--- config.mk ---
export PLATFORM = sky130hd
export DESIGN_NAME = apu_isqrt
export DESIGN_NICKNAME = d
export VERILOG_FILES = /design/src/rtl/core/apu_pkg.sv /design/src/rtl/core/apu_isqrt.sv
export SDC_FILE = /design/constraint.sdc
export NUM_CORES = 2
export LEC_CHECK = 0
export BUFFER_PORTS_ARGS = -buffer_cell sky130_fd_sc_hd__clkbuf_2
export CORE_MARGIN = 3
export CORE_UTILIZATION = 60
export CTS_BUF_LIST = sky130_fd_sc_hd__clkbuf_8
export DETAILED_ROUTE_END_ITERATION = 8
export GPL_TIMING_DRIVEN = 1
export PLACE_DENSITY = 0.86
export REMOVE_ABC_BUFFERS = 1
export SYNTH_ARGS = -nofsm -noshare
export SYNTH_HDL_FRONTEND = slang
export SYNTH_MEMORY_MAX_BITS = 65536
export SYNTH_SLANG_ARGS = --single-unit
--- constraint.sdc ---
create_clock -name clk -period 4.6 [get_ports clk]
set_clock_uncertainty 0.15 [all_clocks]
set_input_delay 0.92 -clock clk [delete_from_list [all_inputs] [get_ports clk]]
set_output_delay 0.92 -clock clk [all_outputs]
set_load 0.05 [all_outputs]
--- src/rtl/core/apu_pkg.sv ---
// Shared constants, types and helpers of the AdaGrad parameter update unit.
package apu_pkg;

  localparam int ELEMENTS  = 4096;
  localparam int IDX_W     = 12;
  localparam int ADDR_W    = (ELEMENTS > 1) ? $clog2(ELEMENTS) : 1;
  localparam int DATA_W    = 32;
  localparam int ACC_W     = 48;
  localparam int FRAC_W    = 16;
  localparam int ROOT_W    = 32;
  localparam int DEN_W     = 34;
  localparam int QUO_W     = 34;
  localparam int NUM_W     = 64;
  localparam int CFG_IDX_W = 2;

  localparam logic [CFG_IDX_W-1:0] REG_STEP_SIZE    = 2'd0;
  localparam logic [CFG_IDX_W-1:0] REG_EPSILON      = 2'd1;
  localparam logic [CFG_IDX_W-1:0] REG_DECAY_FACTOR = 2'd2;

  localparam logic [DATA_W-1:0] STEP_SIZE_RESET    = 32'd655;
  localparam logic [DATA_W-1:0] EPSILON_RESET      = 32'd1;
  localparam logic [DATA_W-1:0] DECAY_FACTOR_RESET = 32'd0;

  // Pipeline positions, counted in register sets after the input edge.
  localparam int SET_ACC  = 3;
  localparam int SET_ROOT = SET_ACC + ROOT_W - 1;
  localparam int SET_DEN  = SET_ROOT + 1;
  localparam int SET_QUO  = SET_DEN + QUO_W + 1;

  localparam logic [QUO_W-1:0] STEP_MAX = QUO_W'(64'd1 << 33);

  typedef struct packed {
    logic                     v;
    logic signed [DATA_W-1:0] p;
    logic signed [DATA_W-1:0] g;
    logic                     dz;
  } apu_side_t;

  typedef struct packed {
    logic             wr;
    logic [IDX_W-1:0] idx;
    logic [ACC_W-1:0] acc;
  } apu_fwd_t;

  function automatic logic signed [DATA_W-1:0] sat32(input logic signed [64:0] x);
    if (x > 65'sd2147483647) begin
      return 32'sh7FFFFFFF;
    end else if (x < -65'sd2147483648) begin
      return 32'sh80000000;
    end
    return x[DATA_W-1:0];
  endfunction

  function automatic logic [DATA_W-1:0] abs32(input logic signed [DATA_W-1:0] x);
    return x[DATA_W-1] ? DATA_W'(-x) : DATA_W'(x);
  endfunction

endpackage

--- src/rtl/core/apu_isqrt.sv ---
// Pipelined integer square root, one result bit per register stage.
module apu_isqrt
  import apu_pkg::*;
(
  input  logic                  clk,
  input  logic                  en,
  input  logic [2*ROOT_W-1:0]   radicand,
  output logic [ROOT_W-1:0]     root
);
  localparam int REM_W = ROOT_W + 4;

  logic [REM_W-1:0]    rem_q  [ROOT_W];
  logic [ROOT_W-1:0]   root_q [ROOT_W];
  logic [2*ROOT_W-1:0] rad_q  [ROOT_W];

  for (genvar i = 0; i < ROOT_W; i++) begin : g_step
    logic [REM_W-1:0]    rem_in;
    logic [ROOT_W-1:0]   root_in;
    logic [2*ROOT_W-1:0] rad_in;
    logic [REM_W-1:0]    sh;
    logic [REM_W-1:0]    trial;

    if (i == 0) begin : g_first
      assign rem_in  = '0;
      assign root_in = '0;
      assign rad_in  = radicand;
    end else begin : g_next
      assign rem_in  = rem_q[i-1];
      assign root_in = root_q[i-1];
      assign rad_in  = rad_q[i-1];
    end

    assign sh    = {rem_in[REM_W-3:0], rad_in[2*ROOT_W-1-2*i -: 2]};
    assign trial = REM_W'({root_in, 2'b01});

    always_ff @(posedge clk) begin
      if (en) begin
        rad_q[i] <= rad_in;
        if (sh >= trial) begin
          rem_q[i]  <= sh - trial;
          root_q[i] <= {root_in[ROOT_W-2:0], 1'b1};
        end else begin
          rem_q[i]  <= sh;
          root_q[i] <= {root_in[ROOT_W-2:0], 1'b0};
        end
      end
    end
  end

  assign root = root_q[ROOT_W-1];
endmodule

==> metrics.md <==
| Metric | Value |
|---|---|
| Vias | 72700 |
| Vias in the first global route | 72600 |
| Min Tclk post-route | 4.19 ns |
| Die ar. | 201000 sq um |
| Area of the multi-input gates | 38400 sq um |
| Synth Warn # | 0 |
| Status | finished clean |
| Final setup viols | 0 |
| Nets | 10100 |
| Tot GR Track Use | 24.0% |
| Int Pwr | 44.5 mW |
| Synth unique cells | 92 |
| DR WL/cell | 19.5 um |
| Syn Inst Count | 9031 |
| CP dominant cell by count | buf_4 |
| RSZ-0062 raised after global routing | false |
| FFs w/ async S/R, synth | 0% |
| Critical Path, Cell by Cell | ha_1, nor2b_1, o31a_1, o41a_1, a211o_1, a32oi_1, o221ai_1, a211oi_1, buf_4, o31ai_4, buf_4, mux2_2 |
| Register area | 75800 sq um |
| CP max stage delay | 0.41 ns |
| Met1 usage | 29.5% |
| Drt first pass iters | 9 |
| Layout cells sized above 1 | 8.88% |
| Leakage | 50.2 nW |
| GPL Wtd Cong | 0.954 |
| Reg power frac | 49.5% |
| DR vias/cell | 5.85 |
| Max-capacitance violation count | 0 |
| Largest net degree at the start of global routing | 173 |
| Area added between synthesis and finish | 10.4% |
| Peak supply drop | 0.419 mV |
| Reg clk slew, reported paths | 0.06 ns |
| Slowest CP cell | edfxtp_1 |
| Synthesized area per cell | 13.0 sq um |
| Clock network fraction of total power | 28.9% |
| Initial core utilization | 60.6% |
| I/O pin count | 98 |
| Worst path required time | 5.24 ns |
| Post-Syn Area | 117000 sq um |
| Busiest layer in global routing | met2 |
| Clk Latency, worst-skew pair | 1.06 ns |
| Final worst slack | 0.410 ns |
| Worst hold slack | 0.0874 ns |
| Routed Antenna Nets | 0 |
| GRT overflow | 0 |
| DP Worst Slack | 0.401 ns |
| Hold WC Path Type | in2reg |
| Switching power | 18.5 mW |
| Worst slew margin | 16.8% |
| # fillers | 13500 |
| Fin area | 130000 sq um |
| CTS tree | built |
| Final period utilization | 91.1% |
| Pwr/cell area | 486 nW/um^2 |
| Number of port buffers | 97 |
| Sequential fraction of the synthesis area | 64.5% |
| CTS max path bufs | 4 |
| Initial DRC count | 6326 |
| DRC Markers | 0 |
| Row cnt | 161 |
| Net Sw Frac | 29.3% |
| Clock root cell | clkbuf_8 |
| Cell Area, Placed | 121000 sq um |
| Logic pwr share | 21.6% |
| Worst slew pin tran | 1.22 ns |
| Placeable Area | 194000 sq um |
| Final core occ | 66.9% |
| Initial antenna violation count | 2 |
| Post-CTS setup buffer count | 0 |
| DP HPWL | 170 mm |
| Die height | 448 um |
| First-pass GRT wire length | 384 mm |
| Most used DFF post-synth | edfxtp_1 |
| Fmax | 239 MHz |
| Cts bufs inserted | 410 |
| Final hold viol count | 0 |
| EDFF count, synth | 2522 |
| Setup crit end kind | register |
| H-tree Lvls | 5 |
| CP Launch Type | register |
| Routing usage on met3 | 3.54% |
| Die X | 448 um |
| Yosys reg bits | 2523 |
| WP data arrival | 4.83 ns |
| Pins over their slew limit | 0 |
| Reg2reg setup slack | 0.41 ns |
| Worst Path Max Fanout | 55 |
| Met2 GRT Util | 41.9% |
| Power Total | 63.0 mW |
| CTS sink cnt | 2523 |
| Critical path type | reg2reg |
| Final WL | 242 mm |
-- final timing paths --
| kind | startpoint | end | cells past startpoint |
|---|---|---|---|
| setup / recovery | rem_q[1][432] | rem_q[1][478] | 12 |
| hold / removal | en | rad_q[0][32] | 1 |
| setup reg to reg | rem_q[1][432] | rem_q[1][478] | 12 |
| hold reg to reg | root_q[1][321] | root_q[1][354] | 0 |
-- sequential cells by signal, summed over array words and instances (netlist names) --
signal  cells
root_q    528
rem_q    1003
rad_q     992
-- worst max-delay path, delay by kind of cell, from the launching register on --
| kind | cells | cell delay [ns] |
|---|---|---|
| AO/OA/AOI/OAI | 7 | 1.92 |
| adder cells (fa/ha/maj) | 1 | 0.37 |
| buffers and inverters | 2 | 0.53 |
| flip-flops | 1 | 0.41 |
| multiplexers | 1 | 0.35 |
| AND/OR/NAND/NOR | 1 | 0.16 |
-- cell usage after synthesis, types with 23 or more instances --
master    number  area, sq um
nand2_1      602         2260
a21o_1       275         2060
a21boi_0      23          173
edfxtp_1    2522        75700
or4_1         58          435
a21oi_1      511         2560
o21a_1       118          886
and3_1        40          250
nand2b_1     121          757
or3_1         99          619
nor2b_1       89          557
mux2_2        70          788
o211ai_1      27          203
ha_1         563         7040
inv_1        705         2650
or2_2         54          338
and2_1        38          238
a31oi_1       44          275
o21bai_1      52          390
nor2_1       474         1780
o31ai_1       44          330
nand4_1       97          607
a211oi_1      38          285
xnor2_1      368         3220
nor4_1       131          820
nand3_1      149          746
xor2_1       455         3990
nor3_1       237         1190
clkbuf_1     175          657
o21ai_0      519         2600
-- layer usage --
metal | vias to the layer above | routed length [um]
met4 | 0 | 11400
met1 | 35000 | 95600
met3 | 735 | 12500
met2 | 2533 | 123000
li1 | 34500 | -
met5 | - | 0
-- stage by stage --
stage,cells,setup TNS (ns)
floorplan,8838,-170.01
global placement,11600,0
detailed placement,11600,0
CTS,12400,0
global route,12400,0
finish,12400,0
-- power groups by stage --
stage	Combinational, mW	Sequential [mW]	Clock, mW
after detailed placement	13.3	31.6	0
after floorplan	9.87	30.7	0
after global placement	13.0	31.5	0
after global routing	15.1	31.4	19.7
final	13.6	31.2	18.2
after CTS	13.5	31.2	18.7
-- area by class of cell --
| class | count | share of cell area [%] |
|---|---|---|
| repair buffers | 260 | 1.55 |
| inverters | 705 | 2.04 |
| well taps | 2608 | 2.52 |
| diodes | 10 | 0.0193 |
| multi-input cells | 5610 | 29.6 |
| clock buffers | 414 | 4.40 |
| flip-flops and latches | 2523 | 58.5 |
| clock inverters | 296 | 1.40 |
-- what timing repair did --
item / in CTS / in global routing
resized for setup: 0 / 0
hold buffers: 64 / 0
hold endpoints to repair: 64 / 0
-- cell usage in the layout, fill, tap and decap left out, types with 47 or more instances in the layout --
cell | netlist | final
or4_1 | 58 | 58
o21ai_0 | 519 | 519
xor2_1 | 455 | 455
ha_1 | 563 | 563
o21a_1 | 118 | 118
clkbuf_2 | 1 | 96
nand2_1 | 602 | 602
nor4_1 | 131 | 131
xnor2_1 | 368 | 368
clkinv_2 | 0 | 47
clkbuf_8 | 1 | 414
a21oi_1 | 511 | 508
inv_1 | 705 | 821
or2_2 | 54 | 54
clkinv_1 | 0 | 100
or3_1 | 99 | 99
buf_4 | 1 | 89
nand4_1 | 97 | 97
dlygate4sd3_1 | 0 | 64
edfxtp_1 | 2522 | 2522
o21bai_1 | 52 | 52
nand2b_1 | 121 | 121
nand3_1 | 149 | 149
nor2_1 | 474 | 474
nor3_1 | 237 | 236
a21o_1 | 275 | 275
mux2_2 | 70 | 70
nor2b_1 | 89 | 89
-- kinds of logic (layout without fill, tap and decap cells) --
kind of cell             after synthesis  in the layout  share of synthesized area [%]
buffers and inverters                898           1675                           2.90
XOR/XNOR                             823            823                           6.14
AO/OA/AOI/OAI                       1821           1821                           9.60
adder cells (fa/ha/maj)              563            563                           6.00
other                                  0             10                              0
AND/OR/NAND/NOR                     2315           2315                           9.96
flip-flops                          2523           2523                           64.5
multiplexers                          88             88                          0.855
Power figures use the tool's default switching activity.
